==> src/rtl/lfps_pkg.sv <==
package lfps_pkg;

   localparam int SENSOR_W   = 5;
   localparam int SPEED_W    = 8;
   localparam int ERR_W      = 8;
   localparam int GAIN_W     = 16;
   localparam int LIMIT_W    = 10;
   localparam int INTEG_W    = LIMIT_W + 1;
   localparam int CSR_INDEX_W = 3;
   localparam int CSR_DATA_W  = 16;

   localparam logic signed [ERR_W-1:0] ERR_NONE    = 8'sd102;
   localparam logic signed [ERR_W-1:0] ERR_UNKNOWN = 8'sd103;

   localparam logic [GAIN_W-1:0]  GAIN_P_RESET     = 16'd6400;
   localparam logic [GAIN_W-1:0]  GAIN_I_RESET     = 16'd102;
   localparam logic [LIMIT_W-1:0] LIMIT_RESET      = 10'd100;
   localparam logic [SPEED_W-1:0] BASE_LEFT_RESET  = 8'd100;
   localparam logic [SPEED_W-1:0] BASE_RIGHT_RESET = 8'd100;
   localparam logic [SPEED_W-1:0] SPEED_MIN_RESET  = 8'd90;
   localparam logic [SPEED_W-1:0] SPEED_MAX_RESET  = 8'd200;

   typedef enum logic [CSR_INDEX_W-1:0] {
      CSR_GAIN_P         = 3'd0,
      CSR_GAIN_I         = 3'd1,
      CSR_INTEGRAL_LIMIT = 3'd2,
      CSR_BASE_LEFT      = 3'd3,
      CSR_BASE_RIGHT     = 3'd4,
      CSR_SPEED_MIN      = 3'd5,
      CSR_SPEED_MAX      = 3'd6
   } csr_index_type;

   typedef logic [SENSOR_W-1:0]     sensor_type;
   typedef logic [SPEED_W-1:0]      speed_type;
   typedef logic signed [ERR_W-1:0] line_err_type;

   // sensor pattern to line error, bit 0 is the rightmost sensor
   function automatic line_err_type line_error_of(input sensor_type bits);
      line_err_type e;
      case (bits)
         5'b00001: e = 8'sd4;
         5'b00011: e = 8'sd3;
         5'b00010: e = 8'sd2;
         5'b00110: e = 8'sd1;
         5'b00100: e = 8'sd0;
         5'b01100: e = -8'sd1;
         5'b01000: e = -8'sd2;
         5'b11000: e = -8'sd3;
         5'b10000: e = -8'sd4;
         5'b00000: e = ERR_NONE;
         5'b11111: e = 8'sd0;
         default:  e = ERR_UNKNOWN;
      endcase
      return e;
   endfunction

endpackage

==> src/rtl/lfps_if.sv <==
interface lfps_req_if;
   logic                       valid;
   logic                       ready;
   logic [lfps_pkg::SENSOR_W-1:0] sensor_bits;

   modport source (output valid, output sensor_bits, input ready);
   modport sink (input valid, input sensor_bits, output ready);
endinterface

interface lfps_rsp_if;
   logic                              valid;
   logic                              ready;
   logic [lfps_pkg::SPEED_W-1:0]      left_speed;
   logic [lfps_pkg::SPEED_W-1:0]      right_speed;
   logic signed [lfps_pkg::ERR_W-1:0] line_error;

   modport source (output valid, output left_speed, output right_speed,
                   output line_error, input ready);
   modport sink (input valid, input left_speed, input right_speed,
                 input line_error, output ready);
endinterface

==> src/rtl/line_follower_pi_steering_unit.sv <==
// an accepted item is registered in stage 1, then in stage 2 once the output is open
// one item per cycle unless stalled; the integral update and clamp are combinational
// stage 1 holds the line error and updated integral, stage 2 the clamped speeds
// reset: control registers load their default values, the integral clears to zero
// and both stages empty
module line_follower_pi_steering_unit (
   input  logic                                clock,
   input  logic                                reset,
   lfps_req_if.sink                            req_chan,
   lfps_rsp_if.source                          rsp_chan,
   input  logic                                csr_wr_en,
   input  logic [lfps_pkg::CSR_INDEX_W-1:0]    csr_index,
   input  logic [lfps_pkg::CSR_DATA_W-1:0]     csr_wr_data
);
   import lfps_pkg::*;

   localparam int ACC_W = INTEG_W + 1;
   localparam int QW    = 31;
   localparam int VW    = QW - 8;

   function automatic speed_type clamp_speed(input logic signed [QW-1:0] q,
                                             input speed_type lo,
                                             input speed_type hi);
      logic signed [QW-1:0] q_adj;
      logic signed [VW-1:0] v;
      logic signed [VW-1:0] lo_s;
      logic signed [VW-1:0] hi_s;
      speed_type            r;
      // round toward zero before the shift
      q_adj = q + $signed({{(QW-8){1'b0}}, {8{q[QW-1]}}});
      v     = q_adj[QW-1:8];
      lo_s  = $signed({{(VW-SPEED_W){1'b0}}, lo});
      hi_s  = $signed({{(VW-SPEED_W){1'b0}}, hi});
      if (v < lo_s) begin
         r = lo;
      end else if (v > hi_s) begin
         r = hi;
      end else begin
         r = v[SPEED_W-1:0];
      end
      return r;
   endfunction

   logic [GAIN_W-1:0]         gain_p_ff, gain_i_ff;
   logic [LIMIT_W-1:0]        limit_ff;
   speed_type                 base_left_ff, base_right_ff, speed_min_ff, speed_max_ff;
   logic signed [INTEG_W-1:0] integral_ff, integral_in;

   logic                      s1_valid_ff, s1_valid_in;
   line_err_type              err_ff;
   logic signed [INTEG_W-1:0] acc_ff;

   logic                      rsp_valid_ff, rsp_valid_in;
   speed_type                 left_ff, right_ff;
   line_err_type              line_err_ff;

   logic                      rsp_open, s1_adv, req_fire;
   line_err_type              err_new;
   logic signed [ACC_W-1:0]   acc_raw, lim_pos, lim_neg, acc_clamped;

   logic signed [QW-1:0]      gp_s, gi_s, err_s, acc_s, pi, base_l, base_r;
   speed_type                 left_new, right_new;

   // handshake
   assign rsp_open        = !rsp_valid_ff || rsp_chan.ready;
   assign s1_adv          = s1_valid_ff && rsp_open;
   assign req_chan.ready  = !s1_valid_ff || rsp_open;
   assign req_fire        = req_chan.valid && req_chan.ready;
   assign s1_valid_in     = req_chan.ready ? req_chan.valid : s1_valid_ff;
   assign rsp_valid_in    = rsp_open ? s1_valid_ff : rsp_valid_ff;

   // stage 1: error lookup and integral update
   assign err_new     = line_error_of(req_chan.sensor_bits);
   assign acc_raw     = ACC_W'(integral_ff) + ACC_W'(err_new);
   assign lim_pos     = $signed({{(ACC_W-LIMIT_W){1'b0}}, limit_ff});
   assign lim_neg     = -lim_pos;

   always_comb begin
      if (acc_raw < lim_neg) begin
         acc_clamped = lim_neg;
      end else if (acc_raw > lim_pos) begin
         acc_clamped = lim_pos;
      end else begin
         acc_clamped = acc_raw;
      end
   end

   assign integral_in = req_fire ? acc_clamped[INTEG_W-1:0] : integral_ff;

   // stage 2: pi terms and speed clamps
   assign gp_s   = $signed({{(QW-GAIN_W){1'b0}}, gain_p_ff});
   assign gi_s   = $signed({{(QW-GAIN_W){1'b0}}, gain_i_ff});
   assign err_s  = QW'(err_ff);
   assign acc_s  = QW'(acc_ff);
   assign pi     = gp_s * err_s + gi_s * acc_s;
   assign base_l = $signed({{(QW-SPEED_W-8){1'b0}}, base_left_ff, 8'b0});
   assign base_r = $signed({{(QW-SPEED_W-8){1'b0}}, base_right_ff, 8'b0});

   assign left_new  = clamp_speed(base_l - pi, speed_min_ff, speed_max_ff);
   assign right_new = clamp_speed(base_r + pi, speed_min_ff, speed_max_ff);

   always_ff @(posedge clock) begin
      if (reset) begin
         gain_p_ff     <= GAIN_P_RESET;
         gain_i_ff     <= GAIN_I_RESET;
         limit_ff      <= LIMIT_RESET;
         base_left_ff  <= BASE_LEFT_RESET;
         base_right_ff <= BASE_RIGHT_RESET;
         speed_min_ff  <= SPEED_MIN_RESET;
         speed_max_ff  <= SPEED_MAX_RESET;
         integral_ff   <= '0;
         s1_valid_ff   <= 1'b0;
         rsp_valid_ff  <= 1'b0;
      end else begin
         integral_ff  <= integral_in;
         s1_valid_ff  <= s1_valid_in;
         rsp_valid_ff <= rsp_valid_in;
         if (csr_wr_en) begin
            unique case (csr_index)
               CSR_GAIN_P:         gain_p_ff     <= csr_wr_data[GAIN_W-1:0];
               CSR_GAIN_I:         gain_i_ff     <= csr_wr_data[GAIN_W-1:0];
               CSR_INTEGRAL_LIMIT: limit_ff      <= csr_wr_data[LIMIT_W-1:0];
               CSR_BASE_LEFT:      base_left_ff  <= csr_wr_data[SPEED_W-1:0];
               CSR_BASE_RIGHT:     base_right_ff <= csr_wr_data[SPEED_W-1:0];
               CSR_SPEED_MIN:      speed_min_ff  <= csr_wr_data[SPEED_W-1:0];
               CSR_SPEED_MAX:      speed_max_ff  <= csr_wr_data[SPEED_W-1:0];
               default:            ;
            endcase
         end
      end
   end

   always_ff @(posedge clock) begin
      if (req_fire) begin
         err_ff <= err_new;
         acc_ff <= acc_clamped[INTEG_W-1:0];
      end
      if (s1_adv) begin
         left_ff     <= left_new;
         right_ff    <= right_new;
         line_err_ff <= err_ff;
      end
   end

   assign rsp_chan.valid       = rsp_valid_ff;
   assign rsp_chan.left_speed  = left_ff;
   assign rsp_chan.right_speed = right_ff;
   assign rsp_chan.line_error  = line_err_ff;

`ifndef SYNTHESIS
   a_integral_bound: assert property (@(posedge clock) disable iff (reset)
      req_fire |=> (ACC_W'(integral_ff) <= $signed({{(ACC_W-LIMIT_W){1'b0}}, $past(limit_ff)})
         && ACC_W'(integral_ff) >= -$signed({{(ACC_W-LIMIT_W){1'b0}}, $past(limit_ff)})))
      else $error("integral outside its limit after an item");

   a_stage1_err_legal: assert property (@(posedge clock) disable iff (reset)
      s1_valid_ff |-> ((err_ff >= -8'sd4 && err_ff <= 8'sd4) || err_ff == ERR_NONE
         || err_ff == ERR_UNKNOWN))
      else $error("stage 1 line error not a table value");

   a_rsp_from_stage1: assert property (@(posedge clock) disable iff (reset)
      $rose(rsp_valid_ff) |-> $past(s1_valid_ff))
      else $error("result appeared without an item in stage 1");

   a_left_clamped: assert property (@(posedge clock) disable iff (reset)
      rsp_valid_ff |-> (left_ff == speed_min_ff || left_ff == speed_max_ff
         || (left_ff > speed_min_ff && left_ff < speed_max_ff)))
      else $error("left speed outside clamp");

   a_right_clamped: assert property (@(posedge clock) disable iff (reset)
      rsp_valid_ff |-> (right_ff == speed_min_ff || right_ff == speed_max_ff
         || (right_ff > speed_min_ff && right_ff < speed_max_ff)))
      else $error("right speed outside clamp");
`endif

endmodule
==> src/flat_wrapper.sv <==
// flat-port wrapper written by rule: the top's interface ports become plain ports
module line_follower_pi_steering_unit_flat import lfps_pkg::*;
  (clock, reset, csr_wr_en, csr_index, csr_wr_data, req_chan_valid, req_chan_sensor_bits, req_chan_ready, rsp_chan_valid, rsp_chan_left_speed, rsp_chan_right_speed, rsp_chan_line_error, rsp_chan_ready);
  lfps_req_if req_chan_i ();
  lfps_rsp_if rsp_chan_i ();
  input  logic clock;
  input  logic reset;
  input  logic csr_wr_en;
  input  logic [lfps_pkg::CSR_INDEX_W-1:0] csr_index;
  input  logic [lfps_pkg::CSR_DATA_W-1:0] csr_wr_data;
  input wire logic [$bits(req_chan_i.valid)-1:0] req_chan_valid;
  input wire logic [$bits(req_chan_i.sensor_bits)-1:0] req_chan_sensor_bits;
  output wire logic [$bits(req_chan_i.ready)-1:0] req_chan_ready;
  output wire logic [$bits(rsp_chan_i.valid)-1:0] rsp_chan_valid;
  output wire logic [$bits(rsp_chan_i.left_speed)-1:0] rsp_chan_left_speed;
  output wire logic [$bits(rsp_chan_i.right_speed)-1:0] rsp_chan_right_speed;
  output wire logic [$bits(rsp_chan_i.line_error)-1:0] rsp_chan_line_error;
  input wire logic [$bits(rsp_chan_i.ready)-1:0] rsp_chan_ready;
  assign req_chan_i.valid = req_chan_valid;
  assign req_chan_i.sensor_bits = req_chan_sensor_bits;
  assign req_chan_ready = req_chan_i.ready;
  assign rsp_chan_valid = rsp_chan_i.valid;
  assign rsp_chan_left_speed = rsp_chan_i.left_speed;
  assign rsp_chan_right_speed = rsp_chan_i.right_speed;
  assign rsp_chan_line_error = rsp_chan_i.line_error;
  assign rsp_chan_i.ready = rsp_chan_ready;
  line_follower_pi_steering_unit u_core (.clock(clock), .reset(reset), .req_chan(req_chan_i), .rsp_chan(rsp_chan_i), .csr_wr_en(csr_wr_en), .csr_index(csr_index), .csr_wr_data(csr_wr_data));
endmodule
==> config.mk <==
export PLATFORM = sky130hd
export DESIGN_NAME = line_follower_pi_steering_unit_flat
export DESIGN_NICKNAME = d
export VERILOG_FILES = /design/src/rtl/lfps_pkg.sv /design/src/rtl/lfps_if.sv /design/src/rtl/line_follower_pi_steering_unit.sv /design/src/flat_wrapper.sv
export SDC_FILE = /design/constraint.sdc
export NUM_CORES = 1
export LEC_CHECK = 0
export BUFFER_PORTS_ARGS = -buffer_cell sky130_fd_sc_hd__buf_2
export CAP_MARGIN = 20
export CORE_MARGIN = 1
export CORE_UTILIZATION = 30
export DETAILED_ROUTE_END_ITERATION = 16
export HOLD_SLACK_MARGIN = 0.12
export PLACE_DENSITY_LB_ADDON = 0.08
export SYNTH_ARGS = -nofsm -noshare
export SYNTH_HDL_FRONTEND = slang
export SYNTH_SLANG_ARGS = --single-unit
export TNS_END_PERCENT = 100
==> constraint.sdc <==
create_clock -name clock -period 9.9 [get_ports clock]
set_clock_uncertainty 0.05 [all_clocks]
set_input_delay 0.495 -clock clock [delete_from_list [all_inputs] [get_ports clock]]
set_output_delay 0.495 -clock clock [all_outputs]
set_load 0.02 [all_outputs]
==> impl_metrics.tcl, run 1 <==
set metrics [dict create \
    clock_path_buffers 2 \
    cp_top_family "compound AO/OA/AOI/OAI gates" \
    synthCells 2575 \
    relSlewSlack 0.288 \
    drc 0 \
    dpl.hpwl_mm 59.1 \
    yosys_warnings 0 \
    fmax_mhz 98.0 \
    ant_nets 0 \
    grt_max_degree 83 \
    initialDrtViolationCount 844 \
    fill_cells 7208 \
    grt_pass1_wl_mm 111 \
    tightest_slew_ps 1060 \
    slowest_stage "fa_2" \
    ys_ff_latch 124 \
    postSynthAreaPerCell_sq_um 8.24 \
    status "finished with violations" \
    worstPathArrival_ps 10320 \
    crit_path_start_kind "flip-flop" \
    ios 55 \
    synth_ff_type "dfxtp_1" \
    synth_top_area_frac 0.202 \
    tns_ps -3440 \
    multi_input_area_sq_um 17400 \
    gp_congestion 0.863 \
    avgRoutedWirePerCell_microns 17.6 \
    netlist_top_cells_count "inv_1, nand2_1, ha_1" \
    nets 3522 \
    crit_required_ps 10020 \
    netlist_area_sq_um 21200 \
    max_stage_delay_ps 540 \
    worstSkewPairLatency_ps 440 \
    cts.clk_slew.worst_paths_ps 60 \
    syn_nets 3066 \
    cp_max_fo 8 \
    cts_root_buf "clkbuf_16" \
    yosysMostFrequentCell "inv_1" \
    synth.distinct_cells 101 \
    min_period_over_period 1.03 \
    ys_seq_area_frac 0.134 \
    violations "setup timing" \
    rows 97 \
    synthArstFlopShare 0 \
    fin_util 0.389 \
    clock_sinks 124 \
    holdCritPathClass "in2reg" \
    htree_num_levels 4 \
    antenna_found_initial 0 \
    initial_core_util 0.303 \
    num_antenna_cells 0 \
    dieArea_sq_um 71800 \
    die_width_microns 268 \
    gr-total-overflow 0 \
    drv_slew 0 \
    drtPass1Iterations 5 \
    numCtsBuffers 17 \
    grt_setup_unrepaired "yes" \
    wirelength_mm 70.1 \
    synth_edf_count 37 \
    die_y_microns 268 \
    regArea_sq_um 2860 \
    grt_pass1_vias 20100 \
    drv_cap 0 \
    cts_tree "yes" \
    area_growth_pct 28.5 \
    crit_buf_inv 7 \
    yosysTopAreaCell "fa_1" \
    path_class "reg2reg" \
    placement.io_buffers 54 \
    core-area_sq_um 70000 \
    setup_violations 16 \
    crit_path_end_kind "flip-flop" \
    track_usage 0.200 \
    worst_slack_ps -302 \
    min_period_ps 10200 \
    yosys-top-cells-area "fa_1, ha_1, dfxtp_1" \
    vias_per_cell 4.86 \
    hold_viol_final 0 \
    routed-via-count 19300 \
    final_layout_size_suffix_gt1_frac 0.245 \
]
-- tightest hold or removal path, cell delays in order --
cell and delay (ps):
buf_2 90, a21oi_1 40, nor2_1 70
-- routing by layer --
metal	vias to the layer above	routed length [microns]	global-route usage
met4	0	1190	0.0453
li1	9563	-	-
met2	264	33000	0.339
met3	47	1700	0.0147
met5	-	0	0
met1	9471	34200	0.277
-- final timing paths --
path,start,to,slack (ps),cells after the start
worst max-delay path,u_core.acc_ff[3],u_core.rsp_chan.left_speed[3],-300,51
worst min-delay path,req_chan_valid,u_core.s1_valid_ff,230,3
worst min register to register,u_core.speed_min_ff[2],u_core.speed_min_ff[2],410,2
worst max register to register,u_core.acc_ff[3],u_core.rsp_chan.left_speed[3],-300,51
-- cell usage in the layout, fill, tap and decap left out, types with 13 or more instances in the layout --
master,count
buf_4,460
inv_1,355
nand2_1,316
ha_1,234
fa_1,210
and2_1,147
a21oi_1,134
nor2_1,106
dfxtp_1,80
xnor2_1,76
buf_2,55
o21ai_0,42
nand2b_1,38
nor3_1,37
edfxtp_1,37
a21o_1,34
nand3_1,33
nor2b_1,30
nand4_1,28
a21oi_2,28
mux2i_1,27
o21a_1,26
nand3b_1,24
xor2_1,22
and3_1,20
o211ai_1,20
or3_1,19
o21bai_1,19
a211oi_1,19
clkbuf_16,17
inv_2,15
o21ai_1,15
a211o_1,14
nor4_1,13
-- cell families (layout without fill, tap and decap cells) --
family	after synthesis	in the layout	share of synthesized area
and+or+nand+nor	898	898	0.215
muxes	32	32	0.0153
adders and majority gates	462	462	0.348
xor gates and xnor gates	116	116	0.0479
buffers and inverters	460	929	0.0842
DFF	124	124	0.134
AOI/OAI and AO/OA	483	483	0.155
-- layout make-up --
class / instances / share of cell area
clock inverters: 13 / 0.00551
flip-flops and latches: 124 / 0.105
clock buffers: 19 / 0.0159
multi-input cells: 1991 / 0.637
inverters: 372 / 0.0512
well taps: 940 / 0.0432
repair buffers: 525 / 0.142
-- repair_timing --
action | in CTS | in global routing
pin swaps | 25 | 49
setup endpoints to repair | 16 | 16
cloned | 1 | 1
hold buffers | 0 | 0
gates resized for setup | 59 | 82
buffers inserted | 16 | 8
-- through the flow --
step	cell area (sq um)	hold WS [ps]	setup WS, ps	instances
2_1_floorplan	21500	386	-1.99	2575
4_1_cts	26800	210	-460	3975
3_5_place_dp	25800	398	-761	3927
6_report	27200	233	-302	3984
3_3_place_gp	25800	398	-587	3927
5_1_grt	27200	240	-845	3984
-- state kept, by name, summed over array words and instances (netlist names), 8 cells and up --
name                         flops
u_core.gain_i_ff                16
u_core.gain_p_ff                16
u_core.acc_ff                   11
u_core.integral_ff              11
u_core.limit_ff                 10
u_core.base_left_ff              8
u_core.base_right_ff             8
u_core.rsp_chan.left_speed       8
u_core.rsp_chan.right_speed      8
u_core.speed_max_ff              8
u_core.speed_min_ff              8
Power of run 1 is left out: the tool's default activity adds up to more than one toggle a clock period on the data nets, which glitch-free logic cannot reach.
==> run 2: changes to the inputs <==
Settings changed: GPL_TIMING_DRIVEN set to 0, SLEW_MARGIN set to 20.
==> impl_metrics.tcl, run 2 (synthesis results as in run 1) <==
set metrics [dict create \
    path_common_cell "fa_1" \
    routed-via-count 18500 \
    relSlewSlack 0.364 \
    cts.clk_slew.worst_paths_ps 50 \
    fmax_mhz 92.7 \
    final_common_cell "inv_1" \
    cp_top_family "adder cells" \
    crit_buf_inv 8 \
    cp_max_fo 7 \
    r2r_start "u_core.acc_ff[7]" \
    min_from "req_chan_valid" \
    gr-usage-met1 0.290 \
    track_usage 0.206 \
    status "finished with violations" \
    area_growth_pct 20.3 \
    gr-max-usage-layer "met2" \
    rows 97 \
    drc 0 \
    ctsHoldBuffers 0 \
    worstSkewPairLatency_ps 450 \
    gr-total-overflow 0 \
    initialDrtViolationCount 1077 \
    hold_viol_final 0 \
    vias_per_cell 5.03 \
    max_stage_delay_ps 630 \
    grt_setup_unrepaired "yes" \
    path_class "reg2reg" \
    pre_cts_ws_ps -3250 \
    violations "setup timing" \
    final_area_sq_um 25500 \
    rr_worst_depth 49 \
    crit_path_end_kind "flip-flop" \
    wirelength_mm 72.8 \
    htree_num_levels 4 \
    dieArea_sq_um 71800 \
    crit_required_ps 10000 \
    core-area_sq_um 70000 \
    initial_core_util 0.303 \
    holdPathEnd "u_core.s1_valid_ff" \
    min_path_cells 3 \
    setup_violations 16 \
    final_layout_size_suffix_gt1_frac 0.172 \
    placed_cell_area_sq_um 22900 \
    holdCritPathClass "in2reg" \
    worst_slack_ps -891 \
    final_cell_mix "inv_1, nand2_1, ha_1, fa_1, and2_1" \
    drv_cap 0 \
    grt_pass1_wl_mm 112 \
    ant_nets 0 \
    clock_sinks 124 \
    worstPathArrival_ps 10890 \
    crit_path_start_kind "flip-flop" \
    placement.io_buffers 49 \
    numCtsBuffers 17 \
    antenna_found_initial 0 \
    met3_usage 0.0129 \
    avgRoutedWirePerCell_microns 19.7 \
    tightest_slew_ps 948 \
    cts_root_buf "clkbuf_16" \
    grt_pass1_vias 18800 \
    top_regs "u_core.gain_i_ff: 16 flops, u_core.gain_p_ff: 16 flops" \
    min_period_ps 10790 \
    drtPass1Iterations 5 \
    r2r-end "u_core.rsp_chan.right_speed[6]" \
    clock_path_buffers 2 \
    fin_hold_ws_ps 251 \
    drv_slew 0 \
    slowest_stage "fa_1" \
    min_period_over_period 1.09 \
    nets 3225 \
    cts_tree "yes" \
    ios 55 \
    fin_util 0.365 \
    grt_util_met2 0.346 \
    r2r_slack_ps -890 \
    grt_max_degree 22 \
    gp_congestion 0.860 \
    die_y_microns 268 \
    die_width_microns 268 \
    dpl.hpwl_mm 59.2 \
]
[run 2: changes by cell type in the layout (fill, tap and decap cells not counted), sizes merged]
cell / change
buf: -358
bufinv: -2
clkbuf: +67
clkinv: -3
clkinvlp: -2
diode: +1
inv: +1
[run 2: worst reg2reg max path: cells and delay by family, from the launching register on]
| family | cells | cell delay, ps |
|---|---|---|
| fa+ha+maj | 8 | 3470 |
| compound gates | 14 | 2620 |
| simple gates | 14 | 1950 |
| buf+inv | 8 | 1120 |
| xor+xnor | 3 | 530 |
| flops | 1 | 440 |
| mux | 2 | 300 |
[run 2: cell type report]
type                            instances  area [sq um]
Fill cell                            7268         44500
Multi-Input combinational cell       1991         18000
Sequential cell                       124          2850
Inverter                              372          1400
Tap cell                              940          1180
Timing Repair Buffer                  143          1000
Buffer                                 85           543
Clock buffer                           25           495
Clock inverter                          7          63.8
Antenna cell                            1          2.50
[run 2: repair_timing]
item	4_1_cts	5_1_grt
buffers inserted	67	24
resized for setup	164	120
pin swaps	64	86
cloned	1	0
endpoints found under the setup margin	16	16
[run 2: layer usage]
layer,wire [microns],part of all wire,vias to the layer above
met4,956,0.013,0
met5,0,0,-
met1,35400,0.49,9183
met3,1950,0.027,47
li1,-,-,8994
met2,34400,0.47,310
[run 2: stage by stage]
stage | setup TNS, ps | instances
final | -13150 | 3688
after global routing | -20570 | 3687
after CTS | -17030 | 3664
after detailed placement | -42860 | 3566
after global placement | -41760 | 3564
after floorplan | -12.0 | 2575
[run 2: worst max path at each step]
stage          cells past startpoint              from                        endpoint  slack [ps]
5_1_grt                           51  u_core.acc_ff[3]   u_core.rsp_chan.left_speed[5]       -1330
2_1_floorplan                     49  u_core.acc_ff[2]   u_core.rsp_chan.left_speed[1]          -2
3_5_place_dp                      49  u_core.err_ff[4]  u_core.rsp_chan.right_speed[0]       -3250
4_1_cts                           49  u_core.acc_ff[3]   u_core.rsp_chan.left_speed[1]       -1130
3_3_place_gp                      49  u_core.err_ff[4]  u_core.rsp_chan.right_speed[0]       -3120
6_report                          49  u_core.acc_ff[7]  u_core.rsp_chan.right_speed[6]        -890
Power of run 2 is left out for the same reason.
